## config.mk

```make
export PLATFORM = sky130hd
export DESIGN_NAME = bis_queue
export DESIGN_NICKNAME = d
export VERILOG_FILES = /design/src/rtl/bis_pkg.sv /design/src/rtl/bis_queue.sv
export SDC_FILE = /design/constraint.sdc
export NUM_CORES = 1
export LEC_CHECK = 0
export BUFFER_PORTS_ARGS = -buffer_cell sky130_fd_sc_hd__buf_2
export CORE_UTILIZATION = 51
export DETAILED_ROUTE_END_ITERATION = 10
export PLACE_DENSITY = 0.78
export SLEW_MARGIN = 20
export SYNTH_ARGS = -nofsm -noshare
export SYNTH_HDL_FRONTEND = slang
export SYNTH_SLANG_ARGS = --single-unit
```

## constraint.sdc

```tcl
create_clock -name clk -period 6.6 [get_ports clk]
set_input_delay 0.66 -clock clk [delete_from_list [all_inputs] [get_ports clk]]
set_output_delay 0.66 -clock clk [all_outputs]
set_load 0.01 [all_outputs]
```

## src/rtl/bis_pkg.sv

```systemverilog
// ----------------------------------------------------------------------------
// Bicubic scaler package
// Shared types, field widths and register codes of the bicubic image scaler.
// ----------------------------------------------------------------------------
package bis_pkg;

  localparam int MAX_SRC_WIDTH_DEF  = 256;
  localparam int MAX_SRC_HEIGHT_DEF = 256;
  localparam int CHANNELS_DEF       = 3;
  localparam int QUEUE_DEPTH        = 4;

  localparam int POS_W   = 12;
  localparam int SCALE_W = 24;
  localparam int PROD_W  = POS_W + SCALE_W;
  localparam int FRAC_W  = 16;
  localparam int INT_W   = PROD_W - FRAC_W;
  localparam int WGT_W   = 16;
  localparam int CFG_W   = 24;
  localparam int IDX_W   = 3;

  localparam logic OP_LOAD    = 1'b0;
  localparam logic OP_REQUEST = 1'b1;

  typedef enum logic [IDX_W-1:0] {
    REG_SRC_WIDTH  = 3'd0,
    REG_SRC_HEIGHT = 3'd1,
    REG_OUT_WIDTH  = 3'd2,
    REG_OUT_HEIGHT = 3'd3,
    REG_INV_SCALE  = 3'd4
  } reg_idx_t;

  typedef enum logic [1:0] {
    K_LOAD  = 2'd0,
    K_REQ   = 2'd1,
    K_BLANK = 2'd2
  } kind_t;

  typedef struct packed {
    logic              opcode;
    logic [POS_W-1:0]  pos_x;
    logic [POS_W-1:0]  pos_y;
    logic [7:0]        red_in;
    logic [7:0]        green_in;
    logic [7:0]        blue_in;
  } in_t;

  typedef struct packed {
    logic [POS_W-1:0]  col_out;
    logic [POS_W-1:0]  row_out;
    logic [7:0]        red_out;
    logic [7:0]        green_out;
    logic [7:0]        blue_out;
    logic              in_range;
  } out_t;

  typedef struct packed {
    logic [8:0]         src_width;
    logic [8:0]         src_height;
    logic [12:0]        out_width;
    logic [12:0]        out_height;
    logic [SCALE_W-1:0] inv_scale;
  } cfg_t;

  typedef struct packed {
    kind_t                          kind;
    in_t                            cmd;
    logic [INT_W-1:0]               ix;
    logic [INT_W-1:0]               iy;
    logic signed [3:0][WGT_W-1:0]   wx;
    logic signed [3:0][WGT_W-1:0]   wy;
  } qitem_t;

endpackage

```

## src/rtl/bis_queue.sv

```systemverilog
// ----------------------------------------------------------------------------
// Bicubic scaler queue
// Short first-in first-out buffer between the front end and the back end.
// ----------------------------------------------------------------------------
module bis_queue (
  input  logic            clk,
  input  logic            rst,
  input  logic            push,
  input  bis_pkg::qitem_t item,
  output logic            full,
  input  logic            pop,
  output bis_pkg::qitem_t head,
  output logic            empty
);
  import bis_pkg::*;

  localparam int PW = $clog2(QUEUE_DEPTH);
  localparam int CW = $clog2(QUEUE_DEPTH + 1);

  qitem_t          entries [QUEUE_DEPTH];
  logic [PW-1:0]   wr_ptr;
  logic [PW-1:0]   rd_ptr;
  logic [CW-1:0]   count;

  assign full  = (count == CW'(QUEUE_DEPTH));
  assign empty = (count == '0);
  assign head  = entries[rd_ptr];

  always_ff @(posedge clk) begin
    if (push) begin
      entries[wr_ptr] <= item;
    end
  end

  always_ff @(posedge clk) begin
    if (rst) begin
      wr_ptr <= '0;
      rd_ptr <= '0;
      count  <= '0;
    end else begin
      if (push) begin
        wr_ptr <= (wr_ptr == PW'(QUEUE_DEPTH - 1)) ? '0 : wr_ptr + 1'b1;
      end
      if (pop) begin
        rd_ptr <= (rd_ptr == PW'(QUEUE_DEPTH - 1)) ? '0 : rd_ptr + 1'b1;
      end
      if (push && !pop) begin
        count <= count + 1'b1;
      end else if (pop && !push) begin
        count <= count - 1'b1;
      end
    end
  end

endmodule

```

==> metrics <==
Syn. warnings 0; startpoint types register; CP Class reg -> out; worst hold path type in -> reg; P_leak 12.6 nW; number of global-route vias before repair ~15000; CTS H-tree depth 3; post-synth cell types 20; Mapped Cells between 1000 and 1500; CTS tree yes; Slew headroom 27.2%; Data arrival, critical path about 2900 ps; top-area cell type share of the netlist area 81.5%; cts bufs inserted 86; PD cells 323 mW/mm²; I/O pin count 444; Final min period 3520 ps; Sink Count 885; Peak VDD IR 0.304 mV; I/O Buffers 443; status complete, no violations; sequential fraction of the synthesis area 82.1%; grt ovf 0; synthesized area 0.0323 mm²; DRC 0; Post-Syn Area per Cell 27.2 µm²; Post-CTS Setup Inserts 0; worst-case clock buffer depth 3; net count after synthesis 1418; required time of the critical path 5940 ps; post_cts resized 0; Hold Buf Count CTS 0; Post-synth EDFFs 876; Max Freq 284 MHz; Finished Layout Cells 2596; Routed wire per std cell 24.3 µm; die width between 200 and 300 µm; via/cell ratio roughly 5.5; initial drt markers 1022; worst-path fanout max 57; Setup TNS Final 0 ps; # setup viols final 0; initial antenna violation count 14; Final Hold Fails 0; Routed Antenna Nets 0; worst-skew pair later-pin latency 610 ps; clock-pin slew on the worst setup and hold paths around 60 ps; post-synth top area cell edfxtp_1; Yosys reg bits between 800 and 900; clock root cell clkbuf_16; post-synthesis async set-or-reset flop share 0%; critical path endpoint category output port; row count 91; Setup Skew 23.0 ps; nets@finish between 1500 and 2000; Area Overhead vs Synth 17.4%; Die Y about 250 µm; GPL Wtd Cong 0.750; Final Max Tran Viols 0; Primary FF master, synth edfxtp_1; Placed Area 0.0351 mm²; HPWL after DPL 36.1 mm; Total GRT Usage 19.6%; top cells by area, synth edfxtp_1 82%, mux4_2 15%, buf_12 1.4%; full die area 0.0643 mm²; total vias in the final route between 10000 and 15000; RSZ-0062 raised after global routing no; Routed WL 63.0 mm; final worst-path cycle share 53.3%; Initial Utilization 51.9%; design area about 0.038 mm²; core footprint 0.0622 mm²; actual slew at the worst max-slew pin 1090 ps; largest net degree at the start of global routing 120; most numerous cell in the Yosys netlist edfxtp_1; max_cap viols 0; drt pass-1 iters 5; layout cells sized above 1 45.8%; dpl cells 2432; first-pass GRT wire length roughly 92 mm; most instantiated cells after synthesis 876 x edfxtp_1, 219 x mux4_2, 22 x buf_12, 22 x buf_2, 9 x dfxtp_1
## metrics by stage
step                      total power, W  setup WS [ps]  hold WS, ps  util (%)
after floorplan                  0.00727            373          460         -
after global placement           0.00762           3670          481      56.5
after detailed placement         0.00766           3660          502      56.5
after CTS                         0.0123           2970          196      60.9
after global routing              0.0126           2940          210      61.0
final                             0.0122           3080          246      61.0
## critical path: stages (launching register included)
cell	delay (ps)
dfxtp_4	920
buf_4	600
mux4_2	400
buf_2	170
## metal layers
metal  track usage [%]  vias up  wire length [µm]
met4              7.43        6              1670
met1              23.9     7540             23000
met3              5.35      115              4770
met5                 0        -                36
li1                  -     6180                 -
met2              33.5      535             33500
## cell families (layout without fill, tap and decap cells)
family	after synthesis	count (layout)	share of synthesized area, %
xor+xnor	2	2	0.0543
fa+ha+maj	7	7	0.295
buf+inv	53	613	1.89
simple gates	15	15	0.240
compound gates	3	3	0.0465
mux	223	223	15.4
other cells	0	11	0
flops	885	885	82.1
## registers in the layout, summed over array words and instances, names as in the netlist, named ones only
| name | flops |
|---|---|
| entries | 876 |
| rd_ptr | 2 |
| wr_ptr | 2 |
| count | 3 |
## cell usage in the layout, fill, tap and decap left out, types with 2 or more instances in the layout
cell type,n
nor3b_1,2
clkinv_1,16
diode_2,11
clkinvlp_4,5
nor2_1,7
dfxtp_1,7
buf_12,7
clkinv_2,14
ha_1,6
mux4_2,219
bufinv_16,6
clkbuf_1,18
buf_4,6
inv_1,4
inv_16,2
mux2i_1,4
edfxtp_1,876
buf_2,443
xor2_1,2
dfxtp_4,2
a21oi_1,2
clkbuf_16,88
and2_4,4
## power breakdown
group          switching [W]  internal, W
Clock                0.00199      0.00269
Sequential         0.0000710      0.00645
Combinational       0.000570     0.000443
## final timing paths
check                                            start                   endpoint  slack [ps]  depth (start not counted)
worst min-delay path                          item[15]   entries[0][15]$_DFFE_PP_         250                          1
worst max register to register  wr_ptr[0]$_SDFFE_PP0P_  entries[2][173]$_DFFE_PP_        3940                          4
worst min register to register   count[2]$_SDFFE_PP0P_      count[2]$_SDFFE_PP0P_         520                          2
worst max-delay path                          register                  head[169]        3080                          3
## area by class of cell
cell class              instances  area (µm²)
flip-flops and latches        885       26500
repair buffers                456        2400
multi-input cells             250        5190
clock buffers                 106        2270
inverters                       4        15.0
fillers                      4207       24300
diodes                         11        27.5
clock inverters                47         454
well taps                     837        1050
No activity file was read; power rests on OpenSTA's default activity.
