==> src/rtl/bis_pkg.sv <==
// ----------------------------------------------------------------------------
// Bicubic scaler package
// Shared types, field widths and register codes of the bicubic image scaler.
// ----------------------------------------------------------------------------
package bis_pkg;

  localparam int MAX_SRC_WIDTH_DEF  = 256;
  localparam int MAX_SRC_HEIGHT_DEF = 256;
  localparam int CHANNELS_DEF       = 3;
  localparam int QUEUE_DEPTH        = 4;

  localparam int POS_W   = 12;
  localparam int SCALE_W = 24;
  localparam int PROD_W  = POS_W + SCALE_W;
  localparam int FRAC_W  = 16;
  localparam int INT_W   = PROD_W - FRAC_W;
  localparam int WGT_W   = 16;
  localparam int CFG_W   = 24;
  localparam int IDX_W   = 3;

  localparam logic OP_LOAD    = 1'b0;
  localparam logic OP_REQUEST = 1'b1;

  typedef enum logic [IDX_W-1:0] {
    REG_SRC_WIDTH  = 3'd0,
    REG_SRC_HEIGHT = 3'd1,
    REG_OUT_WIDTH  = 3'd2,
    REG_OUT_HEIGHT = 3'd3,
    REG_INV_SCALE  = 3'd4
  } reg_idx_t;

  typedef enum logic [1:0] {
    K_LOAD  = 2'd0,
    K_REQ   = 2'd1,
    K_BLANK = 2'd2
  } kind_t;

  typedef struct packed {
    logic              opcode;
    logic [POS_W-1:0]  pos_x;
    logic [POS_W-1:0]  pos_y;
    logic [7:0]        red_in;
    logic [7:0]        green_in;
    logic [7:0]        blue_in;
  } in_t;

  typedef struct packed {
    logic [POS_W-1:0]  col_out;
    logic [POS_W-1:0]  row_out;
    logic [7:0]        red_out;
    logic [7:0]        green_out;
    logic [7:0]        blue_out;
    logic              in_range;
  } out_t;

  typedef struct packed {
    logic [8:0]         src_width;
    logic [8:0]         src_height;
    logic [12:0]        out_width;
    logic [12:0]        out_height;
    logic [SCALE_W-1:0] inv_scale;
  } cfg_t;

  typedef struct packed {
    kind_t                          kind;
    in_t                            cmd;
    logic [INT_W-1:0]               ix;
    logic [INT_W-1:0]               iy;
    logic signed [3:0][WGT_W-1:0]   wx;
    logic signed [3:0][WGT_W-1:0]   wy;
  } qitem_t;

endpackage

==> src/rtl/bis_front.sv <==
// ----------------------------------------------------------------------------
// Bicubic scaler front end
// Accepts commands, drops loads outside the frame, maps requests into the
// source frame and works out the Q2.14 kernel weights of both axes.
// ----------------------------------------------------------------------------
module bis_front #(
  parameter int MAX_SRC_WIDTH  = bis_pkg::MAX_SRC_WIDTH_DEF,
  parameter int MAX_SRC_HEIGHT = bis_pkg::MAX_SRC_HEIGHT_DEF
) (
  input  logic                                     clk,
  input  logic                                     rst,
  input  logic                                     start,
  output logic                                     busy,
  input  bis_pkg::in_t                             cmd,
  input  bis_pkg::cfg_t                            cfg,
  input  logic [$clog2(MAX_SRC_WIDTH+1)-1:0]       sw_eff,
  input  logic [$clog2(MAX_SRC_HEIGHT+1)-1:0]      sh_eff,
  output logic                                     push,
  output bis_pkg::qitem_t                          item,
  input  logic                                     full
);
  import bis_pkg::*;

  typedef enum logic [5:0] {
    F_IDLE = 6'b000001,
    F_MUL  = 6'b000010,
    F_SQ   = 6'b000100,
    F_CUBE = 6'b001000,
    F_WGT  = 6'b010000,
    F_PUSH = 6'b100000
  } fstate_t;

  fstate_t                   state;
  logic                      axis;
  logic [PROD_W-1:0]         p;
  logic [2*FRAC_W-1:0]       f2;
  logic [3*FRAC_W-1:0]       f3;
  logic [POS_W-1:0]          pos_sel;
  logic                      load_ok;
  logic                      req_ok;
  logic signed [53:0]        t3;
  logic signed [53:0]        t2s;
  logic signed [53:0]        t1ss;
  logic signed [53:0]        n [4];
  logic signed [53:0]        r [4];
  logic signed [3:0][WGT_W-1:0] wcalc;

  assign busy    = (state != F_IDLE);
  assign push    = (state == F_PUSH) && !full;
  assign pos_sel = axis ? item.cmd.pos_y : item.cmd.pos_x;
  assign load_ok = ({1'b0, cmd.pos_x} < 13'(sw_eff)) && ({1'b0, cmd.pos_y} < 13'(sh_eff));
  assign req_ok  = ({1'b0, cmd.pos_x} < cfg.out_width) && ({1'b0, cmd.pos_y} < cfg.out_height);

  always_comb begin
    t3   = signed'({6'b0, f3});
    t2s  = signed'({6'b0, f2, 16'b0});
    t1ss = signed'({6'b0, p[FRAC_W-1:0], 32'b0});
    n[0] = (t2s <<< 1) - t3 - t1ss;
    n[1] = t3 + (t3 <<< 1) - (t2s <<< 2) - t2s + (54'sd1 <<< 49);
    n[2] = (t2s <<< 2) + t1ss - t3 - (t3 <<< 1);
    n[3] = t3 - t2s;
    for (int k = 0; k < 4; k++) begin
      r[k]     = (n[k] + (54'sd1 <<< 34)) >>> 35;
      wcalc[k] = r[k][WGT_W-1:0];
    end
  end

  always_ff @(posedge clk) begin
    if (rst) begin
      state <= F_IDLE;
      axis  <= 1'b0;
    end else begin
      case (state)
        F_IDLE: begin
          if (start) begin
            item.cmd <= cmd;
            axis     <= 1'b0;
            if (cmd.opcode == OP_LOAD) begin
              if (load_ok) begin
                item.kind <= K_LOAD;
                state     <= F_PUSH;
              end
            end else if (req_ok) begin
              item.kind <= K_REQ;
              state     <= F_MUL;
            end else begin
              item.kind <= K_BLANK;
              state     <= F_PUSH;
            end
          end
        end
        F_MUL: begin
          p     <= {{SCALE_W{1'b0}}, pos_sel} * {{POS_W{1'b0}}, cfg.inv_scale};
          state <= F_SQ;
        end
        F_SQ: begin
          f2 <= {{FRAC_W{1'b0}}, p[FRAC_W-1:0]} * {{FRAC_W{1'b0}}, p[FRAC_W-1:0]};
          if (axis) begin
            item.iy <= p[PROD_W-1:FRAC_W];
          end else begin
            item.ix <= p[PROD_W-1:FRAC_W];
          end
          state <= F_CUBE;
        end
        F_CUBE: begin
          f3    <= {{FRAC_W{1'b0}}, f2} * {{2*FRAC_W{1'b0}}, p[FRAC_W-1:0]};
          state <= F_WGT;
        end
        F_WGT: begin
          if (axis) begin
            item.wy <= wcalc;
            state   <= F_PUSH;
          end else begin
            item.wx <= wcalc;
            axis    <= 1'b1;
            state   <= F_MUL;
          end
        end
        F_PUSH: begin
          if (!full) begin
            state <= F_IDLE;
          end
        end
        default: begin
          state <= F_IDLE;
        end
      endcase
    end
  end

endmodule

==> config.mk <==
export PLATFORM = sky130hd
export DESIGN_NAME = bis_front
export DESIGN_NICKNAME = d
export VERILOG_FILES = /design/src/rtl/bis_pkg.sv /design/src/rtl/bis_front.sv
export SDC_FILE = /design/constraint.sdc
export NUM_CORES = 2
export LEC_CHECK = 0
export BUFFER_PORTS_ARGS = -buffer_cell sky130_fd_sc_hd__buf_2
export CAP_MARGIN = 10
export CORE_ASPECT_RATIO = 1.75
export CORE_MARGIN = 3
export CORE_UTILIZATION = 45
export CTS_CLUSTER_SIZE = 8
export DETAILED_ROUTE_END_ITERATION = 12
export GPL_TIMING_DRIVEN = 0
export PLACE_DENSITY_LB_ADDON = 0.15
export SETUP_SLACK_MARGIN = 0.1
export SLEW_MARGIN = 10
export SYNTH_ARGS = -nofsm -noshare
export SYNTH_HDL_FRONTEND = slang
export SYNTH_SLANG_ARGS = --single-unit
==> constraint.sdc <==
create_clock -name clk -period 26.5 [get_ports clk]
set_clock_uncertainty 0.1 [all_clocks]
set_input_delay 6.625 -clock clk [delete_from_list [all_inputs] [get_ports clk]]
set_output_delay 6.625 -clock clk [all_outputs]
set_load 0.005 [all_outputs]
==> impl_metrics.env <==
export IMPL_status="completed"
export IMPL_hpwl_um=156000
export IMPL_cts_root_buffer="clkbuf_16"
export IMPL_final_min_clock_period_ns=13.89
export IMPL_power_frac_clock=0.139
export IMPL_max_freq_mhz=72.0
export IMPL_syn_area_um2=56500
export IMPL_maxSlewViolCount=0
export IMPL_routed_wirelength_um=185000
export IMPL_crit_top_cell="buf_2"
export IMPL_setup_viol=0
export IMPL_finalHoldViolations=0
export IMPL_drtIter0Drc=2346
export IMPL_cts_buffer_depth=3
export IMPL_antenna_found_initial=3
export IMPL_hp_class="flop to flop"
export IMPL_vias=43300
export IMPL_postLayoutCellArea_um2=61900
export IMPL_grt_pass1_vias=47600
export IMPL_wire_per_inst_um=23.2
export IMPL_ir_worst_vdd_v=0.000151
export IMPL_cts_tree="built"
export IMPL_cts_sinks=339
export IMPL_port_buffers=341
export IMPL_cts_buffers_inserted=49
export IMPL_finalCritPeriodShare=0.524
export IMPL_dieArea_um2=130000
export IMPL_fillers=11900
export IMPL_htree_num_levels=2
export IMPL_cts_setup_buffers=0
export IMPL_p_seq_frac=0.179
export IMPL_cap_violations=0
export IMPL_power_density_nw_per_um2=68.2
export IMPL_worstPathRequired_ns=19.77
export IMPL_crit_fanout=2
export IMPL_area_growth_pct=9.69
export IMPL_yosys_most_used_dff="edfxtp_1"
export IMPL_final_cells=7968
export IMPL_async_flop_share=0
export IMPL_ys_warnings_count=0
export IMPL_switching_share=0.467
export IMPL_leakage_nw=30.5
export IMPL_dp_slack_ns=12.60
export IMPL_ys_types=89
export IMPL_worst_path_max_delay_cell="nor4b_1"
export IMPL_yosysSeqAreaShare=0.179
export IMPL_cp_top_family="buffers and inverters"
export IMPL_grt_pass1_wl_um=280000
export IMPL_synth_seq_cells=339
export IMPL_tightest_slew_ns=1.39
export IMPL_viasPerCell=5.44
export IMPL_clk_pin_slew_ns=0.05
export IMPL_coreArea_um2=124000
export IMPL_grt_overflow=0
export IMPL_num_rows=171
export IMPL_multi_input_area_um2=41400
export IMPL_cpPeakStageDelay_ns=0.25
export IMPL_critPathLaunchType="input pin"
export IMPL_drc=0
export IMPL_setup_ws_ns=12.61
export IMPL_die_x_um=274
export IMPL_p_comb_frac=0.682
export IMPL_register_area_um2=10100
export IMPL_place_inst=7899
export IMPL_worst_path_buf_inv=2
export IMPL_firstDrtPassIters=8
export IMPL_p_switching_mw=1.97
export IMPL_final_cell_mix="inv_1 (1133), fa_1 (903), ha_1 (715)"
export IMPL_post_cts_resize_count=0
export IMPL_synth_edf_count=332
export IMPL_clock_latency_ns=0.66
export IMPL_critical_path_arrival_ns=7.16
export IMPL_internal_power_mw=2.25
export IMPL_start_util=0.454
export IMPL_crit_type="input pin to output pin"
export IMPL_io_pins=360
export IMPL_fp_dieH_um=475
export IMPL_final_antenna_net_count=0
export IMPL_grtUsageTotal=0.292
export IMPL_rsz0062_at_grt="false"
export IMPL_syn_area_per_cell_um2=9.61
export IMPL_power_mw=4.22
export IMPL_syn_inst=5874
export IMPL_path_cells="buf_2 -> nor4b_1 -> buf_2"
export IMPL_hold_buffers=0
export IMPL_max_slew_margin=0.0750
export IMPL_placed_cell_area_um2=60600
export IMPL_final_common_cell="inv_1"
export IMPL_drive_above_1_share=0.0792
export IMPL_crit_path_end_kind="output pin"
export IMPL_tns_ns=0
export IMPL_grt_max_degree=34
export IMPL_gp_congestion=0.968
export IMPL_fin_nets=8064
## metrics by stage
step	hold WS (ns)	util
2_1_floorplan	0.321	-
3_3_place_gp	0.324	0.485
3_5_place_dp	0.330	0.487
4_1_cts	0.350	0.498
5_1_grt	0.367	0.498
6_report	0.346	0.498
## power by group through the flow
stage	sequential, mW	clock (mW)	combinational [mW]
final	0.756	0.586	2.88
after CTS	0.755	0.607	2.90
after detailed placement	0.766	0	2.86
after global routing	0.756	0.620	3.26
after floorplan	0.765	0	2.12
after global placement	0.767	0	2.83
## worst register-to-register path: cells and delay by family, from the launching register on
kind,cells,cell delay (ns)
buf+inv,6,1.90
flops,1,0.65
simple gates,2,0.64
fa+ha+maj,7,3.35
compound gates,7,2.26
## registers in the layout, indices dropped and copies added (netlist names)
register / count
axis: 1
state: 6
f3: 48
f2: 31
p: 36
item: 217
## worst paths after layout
path / slack (ns) / endpoint / cells past startpoint / startpoint
max reg2reg: 17.37 / f2[29]$_DFFE_PP_ / 22 / p[9]$_DFFE_PP_
max: 12.61 / push / 3 / full
min reg2reg: 0.35 / item[147]$_DFFE_PP_ / 0 / p[35]$_DFFE_PP_
min: 0.35 / item[147]$_DFFE_PP_ / 0 / p[35]$_DFFE_PP_
## layer usage
layer  vias to the layer above  global-route usage  share of wire
li1                      19800                   -              -
met1                     21700               0.270           0.31
met2                      1295               0.541           0.53
met3                       592              0.0468          0.051
met4                         0               0.266           0.11
met5                         -                   0              0
## cells in the mapped netlist (all sizes together), types with 8 or more instances
cell / instances / share of area
inv: 1136 / 0.076
fa: 903 / 0.32
ha: 715 / 0.16
nand2: 627 / 0.042
nor2: 447 / 0.030
edfxtp: 332 / 0.18
a21oi: 229 / 0.020
a21o: 179 / 0.024
clkbuf: 163 / 0.011
o21ai: 143 / 0.013
xnor2: 127 / 0.020
nor2b: 96 / 0.011
xor2: 74 / 0.011
nand3: 72 / 0.0064
nor3: 55 / 0.0050
nand2b: 50 / 0.0055
and2: 49 / 0.0054
o21a: 39 / 0.0052
nand4: 31 / 0.0034
and3: 30 / 0.0034
a31oi: 28 / 0.0032
o211ai: 25 / 0.0035
o21bai: 25 / 0.0033
buf: 24 / 0.0019
a211oi: 22 / 0.0030
o31ai: 15 / 0.0020
a221oi: 14 / 0.0024
or2: 13 / 0.0014
mux2: 12 / 0.0024
or3: 12 / 0.0013
a2111oi: 11 / 0.0017
nor4: 11 / 0.0013
o2111ai: 11 / 0.0017
and4: 10 / 0.0016
clkinv: 10 / 0.00066
nor4b: 10 / 0.0017
a211o: 9 / 0.0014
o22ai: 9 / 0.0010
a21boi: 8 / 0.0011
a311oi: 8 / 0.0012
## logic make-up (layout without fill, tap and decap cells)
kind of cell / count (synthesis) / after routing / synth area share
AO/OA/AOI/OAI: 821 / 821 / 0.0955
XOR/XNOR: 201 / 201 / 0.0312
adder cells (fa/ha/maj): 1618 / 1618 / 0.479
buffers and inverters: 1333 / 1774 / 0.0889
flip-flops: 339 / 339 / 0.179
multiplexers: 17 / 17 / 0.00328
other: 2 / 12 / 0.000133
AND/OR/NAND/NOR: 1543 / 1543 / 0.123
## cell type report
cell class,instances,area share
Antenna cell,3,0.000121
Buffer,187,0.0118
Clock buffer,60,0.0205
Clock inverter,6,0.00117
Inverter,1146,0.0695
Multi-Input combinational cell,4209,0.668
Sequential cell,339,0.163
Tap cell,1643,0.0332
Timing Repair Buffer,375,0.0322
(Power assumes the default switching activity.)
